### config.mk
export PLATFORM = sky130hd
export DESIGN_NAME = tcphsr_ctrl
export DESIGN_NICKNAME = d
export VERILOG_FILES = /design/src/rtl/tcphsr_pkg.sv /design/src/rtl/tcphsr_ctrl.sv
export SDC_FILE = /design/constraint.sdc
export NUM_CORES = 1
export LEC_CHECK = 0
export BUFFER_PORTS_ARGS = -buffer_cell sky130_fd_sc_hd__clkbuf_2
export CAP_MARGIN = 25
export CORE_AREA = 4 4 41 43
export DETAILED_ROUTE_END_ITERATION = 12
export DIE_AREA = 0 0 45 47
export GPL_TIMING_DRIVEN = 0
export PLACE_DENSITY = 0.43
export SLEW_MARGIN = 20
export SYNTH_ARGS = -nofsm -noshare
export SYNTH_HDL_FRONTEND = slang
export SYNTH_SLANG_ARGS = --single-unit
### constraint.sdc
create_clock -name i_clk -period 1.6 [get_ports i_clk]
set_clock_uncertainty 0.15 [all_clocks]
set_input_delay 0.32 -clock i_clk [delete_from_list [all_inputs] [get_ports i_clk]]
set_output_delay 0.32 -clock i_clk [all_outputs]
set_load 0.05 [all_outputs]
### src/rtl/tcphsr_pkg.sv
// shared types and constants for the tcp handshake splice rewriter
package tcphsr_pkg;

    localparam int TABLE_DEPTH_DEF = 2048;
    localparam int KEY_W           = 96;
    localparam int ENTRY_W         = KEY_W + 64;

    localparam logic [7:0] FLAG_ACK = 8'h10;
    localparam logic [7:0] FLAG_SYN = 8'h02;

    localparam logic [1:0] OPT_NONE      = 2'd0;
    localparam logic [1:0] OPT_TS_NODATA = 2'd1;

    localparam logic [3:0] MIN_HDR_WORDS = 4'd8;

    // packet classes
    typedef enum logic [2:0] {
        CLS_PASS,
        CLS_SYNACK,
        CLS_NOTS_DROP,
        CLS_CREATE,
        CLS_LOOKUP
    } t_cls;

    // controller states
    typedef enum logic [2:0] {
        ST_IDLE,
        ST_SCAN,
        ST_RESOLVE,
        ST_SUM_OLD,
        ST_SUM_NEW,
        ST_FOLD,
        ST_OUT
    } t_state;

    // controller to datapath
    typedef struct packed {
        logic capture;
        logic scan;
        logic resolve;
        logic sum_old;
        logic sum_new;
        logic fold;
    } t_cmd;

    // datapath to controller
    typedef struct packed {
        logic scan_done;
    } t_sts;

endpackage

### src/rtl/tcphsr_ctrl.sv
// controller state machine sequencing capture, table scan, rewrite and output
module tcphsr_ctrl (
    input  logic              i_clk,
    input  logic              i_rst_n,
    input  logic              i_in_valid,
    output logic              o_in_ready,
    output logic              o_out_valid,
    input  logic              i_out_ready,
    input  tcphsr_pkg::t_sts  i_sts,
    output tcphsr_pkg::t_cmd  o_cmd
);

    tcphsr_pkg::t_state r_state, n_state;

    // state register
    always_ff @(posedge i_clk) begin
        if (!i_rst_n) begin
            r_state <= tcphsr_pkg::ST_IDLE;
        end else begin
            r_state <= n_state;
        end
    end

    // next state
    always_comb begin
        n_state = r_state;
        case (r_state)
            tcphsr_pkg::ST_IDLE: begin
                if (i_in_valid) n_state = tcphsr_pkg::ST_SCAN;
            end
            tcphsr_pkg::ST_SCAN: begin
                if (i_sts.scan_done) n_state = tcphsr_pkg::ST_RESOLVE;
            end
            tcphsr_pkg::ST_RESOLVE: n_state = tcphsr_pkg::ST_SUM_OLD;
            tcphsr_pkg::ST_SUM_OLD: n_state = tcphsr_pkg::ST_SUM_NEW;
            tcphsr_pkg::ST_SUM_NEW: n_state = tcphsr_pkg::ST_FOLD;
            tcphsr_pkg::ST_FOLD:    n_state = tcphsr_pkg::ST_OUT;
            tcphsr_pkg::ST_OUT: begin
                if (i_out_ready) n_state = tcphsr_pkg::ST_IDLE;
            end
            default: n_state = tcphsr_pkg::ST_IDLE;
        endcase
    end

    // outputs
    always_comb begin
        o_cmd       = '0;
        o_in_ready  = 1'b0;
        o_out_valid = 1'b0;
        case (r_state)
            tcphsr_pkg::ST_IDLE: begin
                o_in_ready  = 1'b1;
                o_cmd.capture = i_in_valid;
            end
            tcphsr_pkg::ST_SCAN:    o_cmd.scan    = 1'b1;
            tcphsr_pkg::ST_RESOLVE: o_cmd.resolve = 1'b1;
            tcphsr_pkg::ST_SUM_OLD: o_cmd.sum_old = 1'b1;
            tcphsr_pkg::ST_SUM_NEW: o_cmd.sum_new = 1'b1;
            tcphsr_pkg::ST_FOLD:    o_cmd.fold    = 1'b1;
            tcphsr_pkg::ST_OUT:     o_out_valid   = 1'b1;
            default: o_cmd = '0;
        endcase
    end

endmodule

Word level (Yosys, flattened, before mapping)
Cells that the tools add are included.
- register bits: 3
- logic and storage cells: 24
- muxes and demuxes: 12
- eq/ne operators: 9
- reduce and logical (&&, ||, !) cells: 2
- operator list (cell ; number):
    $pmux 3 s7 ; 1
    $eq 3x3->1 const B ; 3
    $mux 3 ; 3
    $mux 1 ; 8
    $eq 3x2->1 const B ; 2
    $ne 2x2->1 const B ; 3
    $eq 3x1->1 const B ; 1
    $logic_not 3->1 ; 1
    $reduce_and 3->1 ; 1

Longest topological paths before layout
Gate-level depths: netlist (run 1).
- depth in word-level cells: 3
- mapped depth: 4

Worst setup path after synthesis (run 1)
OpenSTA, ideal clock, no wires.
- path kind: register to output
- from: register r_state[1]
- to: output o_cmd[5] in the netlist's numbering
- slack: -987 ps
- cell stages (with the launch flop): 4
- path buffers: 1
- required time: 1130 ps
- data arrival time: 2117 ps
- cells stage by stage: dfxtp_1 > buf_6 > nor3_1 > and2_1
- RTL lines (element ; line ; text):
    start, declared ; tcphsr_ctrl.sv:13 ; tcphsr_pkg::t_state r_state, n_state;
    start signal, assigned ; tcphsr_ctrl.sv:18 ; r_state <= tcphsr_pkg::ST_IDLE;
    start signal, assigned ; tcphsr_ctrl.sv:20 ; r_state <= n_state;
    end, declared ; tcphsr_ctrl.sv:10 ; output tcphsr_pkg::t_cmd o_cmd

==> results of run 1 <==
## repair_timing
action,in CTS,in global routing
buffers inserted,1,0
gates cloned,2,0
pin swaps,3,2
setup endpoints to repair,8,8
resized for setup,19,14
## where the power goes
| group | switching (mW) | leakage [nW] | total, mW | internal, mW |
|---|---|---|---|---|
| registers | 0.0116 | 0.0261 | 0.0943 | 0.0828 |
| logic | 0.0920 | 0.160 | 0.168 | 0.0758 |
| clock network | 0.0418 | 0.0150 | 0.135 | 0.0936 |
## cells by family (layout without fill, tap and decap cells)
family                 count (synthesis)  after routing  share of synthesized area [%]
AOI/OAI and AO/OA                      6              6                           16.2
DFF                                    3              3                           26.8
buffers and inverters                  4             22                           13.4
and+or+nand+nor                       14             14                           43.6
## worst max-delay path by stage
stage / slack [ns] / cells past startpoint / end / start
final: -0.05 / 4 / o_cmd[5] / r_state[2]$_SDFFE_PN0P_
after global routing: -0.1 / 4 / o_cmd[5] / r_state[2]$_SDFFE_PN0P_
after CTS: -0.05 / 4 / o_cmd[5] / r_state[2]$_SDFFE_PN0P_
after detailed placement: 0.10 / 4 / o_cmd[5] / r_state[1]$_SDFFE_PN0P_
after global placement: 0.1 / 4 / o_cmd[0] / r_state[2]$_SDFFE_PN0P_
after floorplan: -0.30 / 3 / o_cmd[5] / r_state[1]$_SDFFE_PN0P_
## cells in the final DEF (no fill, tap or decap), drive strengths merged
cell type | netlist | final
clkbuf | 0 | 10
o21ai | 2 | 2
nor2 | 4 | 4
inv | 1 | 1
o31a | 1 | 1
buf | 3 | 11
a21oi | 2 | 2
and2 | 1 | 1
nor2b | 1 | 1
nor3 | 3 | 3
nand2b | 1 | 1
dfxtp | 3 | 3
nor4b | 1 | 1
and3b | 1 | 1
nor3b | 2 | 2
o21a | 1 | 1
## stage by stage
stage	cells	setup TNS, ns
global route	60	-0.217
CTS	60	-0.0618
finish	60	-0.0768
floorplan	27	-0.423
global placement	54	0
detailed placement	54	0
## area by class of cell
cell class | count | area (µm²) | share of cell area, %
sequential | 3 | 66.3 | 14.2
timing repair buffer | 15 | 151 | 32.4
multi-input combinational | 20 | 178 | 38.1
inverter | 1 | 3.75 | 0.804
tap | 15 | 18.8 | 4.02
buffer | 2 | 22.5 | 4.83
clock buffer | 4 | 26.3 | 5.63
## per-layer routing
| metal | track usage [%] | routed length, µm | share of wire (%) |
|---|---|---|---|
| met3 | 3.45 | 41 | 5.3 |
| met5 | 0 | 0 | 0 |
| met2 | 11.3 | 366 | 47 |
| met4 | 15.8 | 57 | 7.4 |
| met1 | 10.9 | 310 | 40 |
## worst max-delay path: stages, from the launching register on
cell and delay, ns:
dfxtp_2 0.31, buf_6 0.13, nor3_4 0.18, and2_4 0.17
clkbuf_16 0.15
==> results.md, run 1 <==
- Worst-Margin Slew: 0.194 ns
- Hold slack: 0.172 ns
- Critical path capture point type: output pin
- Boundary Pins: 13
- Vias: 263
- Setup slack at placement: 0.100 ns
- Share of layout cells above drive strength 1: 75.6%
- Gr ovfl total: 0
- Post-Syn Area: 224 µm²
- Inserted Diodes: 0
- Worst setup margin: -0.0497 ns
- Final wirelength: 775 µm
- Iter 0 DRT Violations: 0
- WHS Endpoint: r_state[1]$_SDFFE_PN0P_
- Pins over their slew limit: 0
- Cells on worst reg2reg path: 3
- Mapped Nets: 32
- DRC violations left: 0
- Synth Area per Inst: 8.30 µm²
- Static leakage: 0.201 nW
- TritonCTS Sinks: 3
- Synth area leaders: dfxtp_1 (27%), nor3_1 (6.7%), buf_4 (6.7%), nor3b_1 (6.7%), nor4b_2 (6.7%)
- Largest Register: r_state
- GRT Overall Usage: 9.78%
- Yosys top cell area share: 26.8%
- Post-DRT Antenna Nets: 0
- Tightest Hold Check Type: in -> reg
- Die Height: 47 µm
- Die area: 2120 µm²
- Placer Congestion: 0.630
- Status: finished with violations
- Slew Limit Headroom: 87.1%
- CP Class: reg -> out
- Dpl cell area: 332 µm²
- Post-CTS Hold Buffers: 0
- # port buffers: 12
- Cell variety after synth: 17
- R2R setup slack: 0.43 ns
- Post-route cell area: 467 µm²
- Most used DFF post-synth: dfxtp_1
- VDD IR max: 0.000278 V
- Vias in the first global route: 247
- Synth area leader: dfxtp_1
- Largest net degree at the start of global routing: 11
- TritonCTS Buffers: 3
- PD cells: 852 nW/µm²
- Vias per cell: 4.38
- First-pass DRT Iterations: 1
- Worst EP required: 1.13 ns
- Fin crit period: 1.65 ns
- Power Total: 398 µW
- Area delta synth->final: 108%
- Hold Vio Cnt, Final: 0
- CP startpoint kind: flop
- CTS tree: done
- Routed wire length per instance: 12.9 µm
- Post-layout util: 35.9%
- Yosys warnings: 0
- Number of synthesized flops with an enable pin: 0
- Worst skew pair latency: 0.24 ns
- Max Buffers Root-to-Sink: 2
- RR Endpoint: r_state[0]$_SDFFE_PN0P_
- Crit path DAT: 1.18 ns
- Global-route wire length before repair: 1260 µm
- Post-synth ARST share: 0%
- Failing checks: negative setup slack
- Layout filler cell count: 142
- Critical hold path startpoint: i_rst_n
- Die extent in x: 45 µm
- Clock Pin Slew Worst Setup and Hold Paths: 0.03 ns
- Final nets: 51
- Hold path cells: 2
- CTS H-tree lvls: 1
- Final period util: 103%
- Root buffer cell: clkbuf_4
- Gate Count Post-Synth: 27
- Initial antenna violation count: 0
- Regs by FF count: r_state x3
- Max reg flops: 3
- Reg-to-Reg Start: r_state[0]$_SDFFE_PN0P_
- Dpl hpwl: 413 µm
- Max_cap viols: 0
- Commonest cells in the netlist: dfxtp_1 (3), nor2_1 (3), nor3_1 (3)
- Fmax: 0.606 GHz
- Initial Utilization: 17.2%
- RSZ-0062 raised after global routing: true
- Core box area: 1300 µm²
- Row cnt: 13
- Count of final setup violators: 2
- Post-synthesis register bit count: 3
- Critical Path Fanout Max: 5
- Register area share after synthesis: 26.8%
(Power assumes the default switching activity.)
==> run 2: changes to the inputs <==
--- a/config.mk
+++ b/config.mk
@@ -5,13 +5,14 @@
 export SDC_FILE = /design/constraint.sdc
 export NUM_CORES = 1
 export LEC_CHECK = 0
+export ABC_AREA = 1
 export BUFFER_PORTS_ARGS = -buffer_cell sky130_fd_sc_hd__clkbuf_2
 export CAP_MARGIN = 25
 export CORE_AREA = 4 4 41 43
 export DETAILED_ROUTE_END_ITERATION = 12
 export DIE_AREA = 0 0 45 47
 export GPL_TIMING_DRIVEN = 0
-export PLACE_DENSITY = 0.43
+export PLACE_DENSITY = 0.44
 export SLEW_MARGIN = 20
 export SYNTH_ARGS = -nofsm -noshare
 export SYNTH_HDL_FRONTEND = slang
==> run 2 against run 1 <==
The flow now finishes without violations. Sequential share of layout area is essentially flat. First-iteration DRC count is the same. Routed wire length shrank 28%. Count of clock-buffer cells in the layout is the same. Synthesized cell count grew 48%. Die area is the same. Via count grew 9.5%. Largest cell class unchanged. Critical path type unchanged. Clock power shrank 4%. Total power grew 49%.
==> results.md, run 2 <==
- Status: finished clean
- Yosys warnings: 0 (unchanged)
- Critical hold path startpoint: i_rst_n
- Register area: 65.1 µm² (-1.9%)
- Worst EP required: 1.13 ns (about the same)
- Worst-Margin Slew: 0.177 ns (-0.0163 ns)
- Vias per cell: 4.00 (-8.7%)
- Fin crit period: 1.55 ns (-0.103 ns)
- Count of final setup violators: 0 (-2)
- Static leakage: 0.219 nW (+8.8%)
- Initial Utilization: 18.8% (+1.5 points)
- Die extent in x: 45 µm (unchanged)
- Buf/Inv on CP: 2 (unchanged)
- Worst skew pair latency: 0.23 ns (about the same)
- GRT Overall Usage: 6.47% (-3.3 points)
- CTS tree: done
- RR Endpoint: r_state[1]$_SDFFE_PN0P_
- PD cells: 1300 nW/µm² (+52%)
- Max Buffers Root-to-Sink: 2 (unchanged)
- Post-synthesis register bit count: 3 (unchanged)
- RSZ-0062 raised after global routing: true
- Power Total: 592 µW (+49%)
- Delay-heaviest family, CP: flip-flops
- Post-synth ARST share: 0% (unchanged)
- Critical-path cell list: nor2_4 > inv_2 > nor3_2 > clkbuf_8
- Root buffer cell: clkbuf_4
- Vias: 288 (+9.5%)
- Cell depth of the worst setup path: 4 (unchanged)
- CP max stage delay: 0.36 ns (+0.05 ns)
- Crit path DAT: 1.08 ns (-0.10 ns)
- Critical path capture point type: output pin
- Area delta synth->final: 87.2%
- Die area: 2120 µm² (unchanged)
- Slowest-stage cell, CP: dfxtp_2
- CP startpoint kind: flop
- Final Non-Filler Cells: 72 (+20%)
- Max_cap viols: 0 (unchanged)
- Row cnt: 13 (unchanged)
- Post-Syn Area: 244 µm² (+8.9%)
- Final period util: 96.7% (-6.4 points)
- Synth Area per Inst: 6.10 µm² (-26%)
- Dpl hpwl: 463 µm (+12%)
- Commonest cells after routing, fill and taps aside: nor2_4 (5), nor2_2 (5), inv_1 (5), clkbuf_4 (5)
- Mapped Nets: 45 (+41%)
- Post-DRT Antenna Nets: 0 (unchanged)
- Largest net degree at the start of global routing: 9 (-2)
- Largest Register: r_state
- Most used DFF post-synth: dfxtp_1
- Final nets: 63 (+24%)
- Most frequent cell after synthesis: nor2_1
- CTS H-tree lvls: 1 (unchanged)
- WHS Endpoint: r_state[1]$_SDFFE_PN0P_
- Routed wire length per instance: 7.78 µm (-40%)
- Cells after DPL: 67 (+24%)
- Layout filler cell count: 144 (+1.4%)
- Regs by FF count: r_state x3
- Reg-to-Reg Start: r_state[2]$_SDFFE_PN0P_
- Boundary Pins: 13 (unchanged)
- Inserted Diodes: 0 (unchanged)
- Number of synthesized flops with an enable pin: 0 (unchanged)
- Hold Vio Cnt, Final: 0 (unchanged)
- Gr ovfl total: 0 (unchanged)
- Global-route wire length before repair: 993 µm (-21%)
- Final wirelength: 560 µm (-28%)
- TritonCTS Sinks: 3 (unchanged)
- Register area share after synthesis: 24.6% (-2.2 points)
- Max reg flops: 3 (unchanged)
- Commonest cells in the netlist: nor2_1 (11), inv_1 (7), nand3_1 (4), dfxtp_1 (3)
- Core box area: 1300 µm² (unchanged)
- # port buffers: 12 (unchanged)
- Cells on worst reg2reg path: 6 (+3)
- Placer Congestion: 0.676 (+7.4%)
- CP Class: reg -> out
- Share of layout cells above drive strength 1: 66.7% (-8.9 points)
- Hold path cells: 3 (+1)
- Gate Count Post-Synth: 40 (+48%)
- Area of the multi-input gates: 185 µm² (+4.2%)
- Slew Limit Headroom: 88.2% (+1.1 points)
- R2R setup slack: 0.44 ns (about the same)
- First-pass DRT Iterations: 1 (unchanged)
- Synth area leaders: dfxtp_1 (25%), nor2_1 (17%), inv_1 (11%), nand3_1 (8.2%), nand3_2 (8.2%)
- Synth area leader: dfxtp_1
- VDD IR max: 0.000642 V (+130%)
- Cell variety after synth: 14 (-3)
- Critical Path Fanout Max: 6 (+1)
- Vias in the first global route: 264 (+6.9%)
- Die Height: 47 µm (unchanged)
- Pins over their slew limit: 0 (unchanged)
- Yosys top cell area share: 24.6% (-2.2 points)
- Fmax: 0.646 GHz (+6.6%)
- Clock Pin Slew Worst Setup and Hold Paths: 0.04 ns (about the same)
- Iter 0 DRT Violations: 0 (unchanged)
- Initial antenna violation count: 0 (unchanged)
- Tightest Hold Check Type: in -> reg
- DRC violations left: 0 (unchanged)
- TritonCTS Buffers: 3 (unchanged)
-- run 2: changes by cell type in the layout (fill, tap and decap cells not counted), moves of 3 or more --
cell,delta
nand3_1,+4
inv_1,+5
nor2_4,+4
inv_2,+3
buf_6,-4
nor2_2,+4
-- run 2: kinds of logic (layout without fill, tap and decap cells) --
| group | count (synthesis) | count (layout) | share of synthesized area (%) |
|---|---|---|---|
| compound gates | 2 | 2 | 5.13 |
| buf+inv | 10 | 27 | 16.9 |
| flops | 3 | 3 | 24.6 |
| simple gates | 25 | 25 | 53.3 |
-- run 2: metrics by stage --
| stage | util [%] | hold WS, ns | instance area (µm²) | setup slack [ns] | setup TNS (ns) |
|---|---|---|---|---|---|
| 2_1_floorplan | - | 0.323 | 259 | -0.156 | -0.407 |
| 3_3_place_gp | 26.0 | 0.453 | 338 | 0.0653 | 0 |
| 3_5_place_dp | 26.0 | 0.450 | 338 | 0.0616 | 0 |
| 4_1_cts | 32.4 | 0.197 | 422 | -0.000429 | -0.000429 |
| 5_1_grt | 35.1 | 0.223 | 457 | -0.0294 | -0.0341 |
| 6_report | 35.1 | 0.211 | 457 | 0.0531 | 0 |
-- run 2: report_power, final --
part           switching [mW]  internal [mW]  total [mW]  leakage, nW
Combinational           0.224          0.121       0.345        0.178
Sequential             0.0252         0.0928       0.118       0.0256
Clock                  0.0363         0.0932       0.130       0.0150
Total                   0.285          0.307       0.592        0.219
-- run 2: layout make-up --
| class | count | share of cell area [%] |
|---|---|---|
| plain buffers | 1 | 2.47 |
| clock buffers | 4 | 5.75 |
| inverters | 9 | 7.40 |
| multi-input cells | 27 | 40.5 |
| flip-flops and latches | 3 | 14.2 |
| well taps | 15 | 4.11 |
| repair buffers | 13 | 25.5 |
-- run 2: per-layer routing --
metal / part of all wire, % / up-vias / global-route usage (%)
li1: - / 154 / -
met1: 46 / 122 / 7.94
met2: 43 / 12 / 9.89
met3: 11 / 0 / 4.60
met4: 0 / 0 / 0
met5: 0 / - / 0
-- run 2: timing repair --
item | in CTS | in global routing
pin swaps | 2 | 0
endpoints found under the hold margin | 0 | 0
setup buffers | 1 | 0
gates resized for setup | 17 | 14
endpoints found under the setup margin | 8 | 6
hold buffers | 0 | 0
-- run 2: tightest hold or removal path: stages --
cell      delay, ns
clkbuf_2       0.10
nand3_1        0.09
nor2_2         0.04
-- run 2: how the worst max path moves through the flow --
stage | endpoint | start
after floorplan | o_cmd[0] | r_state[0]$_SDFFE_PN0P_
after global placement | o_cmd[4] | r_state[0]$_SDFFE_PN0P_
after detailed placement | o_cmd[0] | r_state[0]$_SDFFE_PN0P_
after CTS | o_cmd[5] | r_state[0]$_SDFFE_PN0P_
after global routing | o_cmd[5] | r_state[0]$_SDFFE_PN0P_
final | o_cmd[5] | r_state[1]$_SDFFE_PN0P_
==> run 3: changes to the inputs <==
==> constraint.sdc (replaced) <==
create_clock -name i_clk -period 1.6 [get_ports i_clk]
set_clock_uncertainty 0.15 [all_clocks]
set_input_delay 0.24 -clock i_clk [delete_from_list [all_inputs] [get_ports i_clk]]
set_output_delay 0.24 -clock i_clk [all_outputs]
set_load 0.05 [all_outputs]
==> run 3 against run 2 <==
Worst hold slack got worse by 0.080 ns. Global-route usage increased by 0.23 points. Design area decreased by 9.3%. Critical path depth unchanged. Maximum frequency increased by 1.3%. Flip-flop and latch count unchanged. Die area unchanged. Sequential power about the same. Highest routed layer unchanged. Sequential share of layout area increased by 1.5 points. Via count decreased by 0.35%. First-iteration DRC count increased by 1. Clock power about the same.
==> results.md, run 3 (same netlist as run 2, synthesis figures left out) <==
- RSZ-0062 raised after global routing: true
- Delay-heaviest family, CP: buffers and inverters
- Iter 0 DRT Violations: 1 (+1)
- Static leakage: 0.218 nW (-0.43%)
- Reg-to-Reg Start: r_state[1]$_SDFFE_PN0P_
- Worst EP required: 1.21 ns (+0.08 ns)
- Max reg flops: 3 (unchanged)
- Routed wire length per instance: 7.71 µm (-0.84%)
- Root buffer cell: clkbuf_4
- CP startpoint kind: flop
- Initial Utilization: 18.8% (unchanged)
- Initial antenna violation count: 0 (unchanged)
- Post-CTS Hold Buffers: 0 (unchanged)
- Slew Limit Headroom: 81.7% (-6.5 points)
- VDD IR max: 0.000517 V (-20%)
- Final period util: 95.5% (-1.2 points)
- Fin crit period: 1.53 ns (-0.0194 ns)
- Crit path DAT: 1.14 ns (+0.06 ns)
- Register area: 65.1 µm² (unchanged)
- Largest Register: r_state
- Fmax: 0.655 GHz (+1.3%)
- Die extent in x: 45 µm (unchanged)
- TritonCTS Buffers: 3 (unchanged)
- Setup slack at placement: 0.146 ns (+0.0847 ns)
- Tightest Hold Check Type: in -> reg
- Regs by FF count: r_state x3
- Met2 Usage GRT: 7.63% (-2.3 points)
- Area delta synth->final: 69.7%
- Core box area: 1300 µm² (unchanged)
- Most common cell after layout, fill and taps aside: nor2_1
- Count of final setup violators: 0 (unchanged)
- Layout filler cell count: 156 (+8.3%)
- Largest net degree at the start of global routing: 9 (unchanged)
- GR peak layer: met1
- Cell depth of the worst setup path: 4 (unchanged)
- Critical-path cell list: buf_4 > nand2_2 > nor2_4 > buf_2
- Met1 usage: 8.37% (+0.43 points)
- Area of the multi-input gates: 163 µm² (-12%)
- Setup crit end: o_out_valid
- Row cnt: 13 (unchanged)
- CP Class: reg -> out
- GRT Overall Usage: 6.70% (+0.23 points)
- Placer Congestion: 0.720 (+6.5%)
- Final nets: 64 (+1.6%)
- Inserted Diodes: 0 (unchanged)
- Status: finished clean
- CTS tree: done
- Dpl hpwl: 466 µm (+0.65%)
- First-pass DRT Iterations: 2 (+1)
- R2R setup slack: 0.45 ns (about the same)
- GR Util met3: 5.75% (+1.1 points)
- Slowest-stage cell, CP: dfxtp_1
- Post-DRT Antenna Nets: 0 (unchanged)
- Clock Pin Slew Worst Setup and Hold Paths: 0.03 ns (about the same)
- Final wirelength: 563 µm (+0.54%)
- Die area: 2120 µm² (unchanged)
- Boundary Pins: 13 (unchanged)
- DRC violations left: 0 (unchanged)
- RR Endpoint: r_state[1]$_SDFFE_PN0P_
- Gr ovfl total: 0 (unchanged)
- TritonCTS Sinks: 3 (unchanged)
- # port buffers: 12 (unchanged)
- Die Height: 47 µm (unchanged)
- Worst skew pair latency: 0.23 ns (about the same)
- Hold Vio Cnt, Final: 0 (unchanged)
- CP max stage delay: 0.29 ns (-0.07 ns)
- Commonest cells after routing, fill and taps aside: nor2_1 (7), inv_1 (6), clkbuf_4 (6)
- Vias: 287 (-0.35%)
- Critical Path Fanout Max: 8 (+2)
- PD cells: 1370 nW/µm² (+5.7%)
- Critical path capture point type: output pin
- Worst setup margin: 0.0725 ns (+0.0194 ns)
- Cells on worst reg2reg path: 6 (unchanged)
- Post-layout util: 31.8% (-3.3 points)
- Global-route wire length before repair: 952 µm (-4.1%)
- Share of layout cells above drive strength 1: 60.3% (-6.3 points)
- Max Buffers Root-to-Sink: 2 (unchanged)
- Worst-Margin Slew: 0.276 ns (+0.0990 ns)
- Vias in the first global route: 242 (-8.3%)
- Buf/Inv on CP: 2 (unchanged)
- Worst setup startpoint: r_state[2]$_SDFFE_PN0P_
- Vias per cell: 3.93 (-1.7%)
- Pins over their slew limit: 0 (unchanged)
- CTS H-tree lvls: 1 (unchanged)
- Max_cap viols: 0 (unchanged)
run 3: cell types whose count changed in the layout (fill, tap and decap cells not counted):
cell      before  now
buf_2          0    1
buf_4          3    4
buf_8          3    0
clkbuf_2       4    5
clkbuf_4       5    6
inv_1          5    6
inv_2          4    3
nor2_1         4    7
nor2_4         5    2
run 3: final cells by class:
class	count	area share (%)
Buffer	1	1.81
Sequential cell	3	15.7
Clock buffer	4	6.34
Multi-Input combinational cell	27	39.3
Timing Repair Buffer	14	24.2
Inverter	9	8.16
Tap cell	15	4.53
run 3: worst min path at each step:
stage            start                      end  slack, ns  depth (start not counted)
2_1_floorplan  i_rst_n  r_state[2]$_SDFFE_PN0P_       0.24                          1
3_3_place_gp   i_rst_n  r_state[2]$_SDFFE_PN0P_       0.37                          2
3_5_place_dp   i_rst_n  r_state[2]$_SDFFE_PN0P_       0.37                          2
4_1_cts        i_rst_n  r_state[2]$_SDFFE_PN0P_       0.12                          2
5_1_grt        i_rst_n  r_state[2]$_SDFFE_PN0P_       0.13                          2
6_report       i_rst_n  r_state[2]$_SDFFE_PN0P_       0.13                          2
run 3: report_power, final:
group	switching (mW)	internal, mW
combinational	0.211	0.111
sequential	0.0233	0.0927
clock	0.0360	0.0932
run 3: routing by layer:
layer | part of all wire (%) | vias up
met4 | 0 | 0
met5 | 0 | -
met2 | 39 | 13
met1 | 49 | 117
li1 | - | 157
met3 | 12 | 0
run 3: worst reg2reg max path: stages, from the launching register on:
cell     delay (ns)
dfxtp_2        0.40
nor2_4         0.05
buf_4          0.13
nand3_2        0.08
nand3_1        0.08
nor2_1         0.12
nor2_2         0.04
run 3: per-stage QoR:
stage | cells | hold WS, ns | power [mW] | cell area (µm²) | TNS (ns)
2_1_floorplan | 40 | 0.243 | 0.329 | 254 | -0.167
5_1_grt | 73 | 0.126 | 0.620 | 414 | -0.0180
6_report | 73 | 0.131 | 0.568 | 414 | 0
3_5_place_dp | 67 | 0.371 | 0.381 | 333 | 0
4_1_cts | 71 | 0.123 | 0.541 | 382 | 0
3_3_place_gp | 67 | 0.371 | 0.382 | 333 | 0
run 3: what timing repair did:
action                                  in CTS  in global routing
endpoints found under the hold margin        0                  0
endpoints found under the setup margin       6                  7
pin swaps                                    0                  2
setup buffers                                0                  2
resized for setup                            8                 11
cloned                                       0                  0
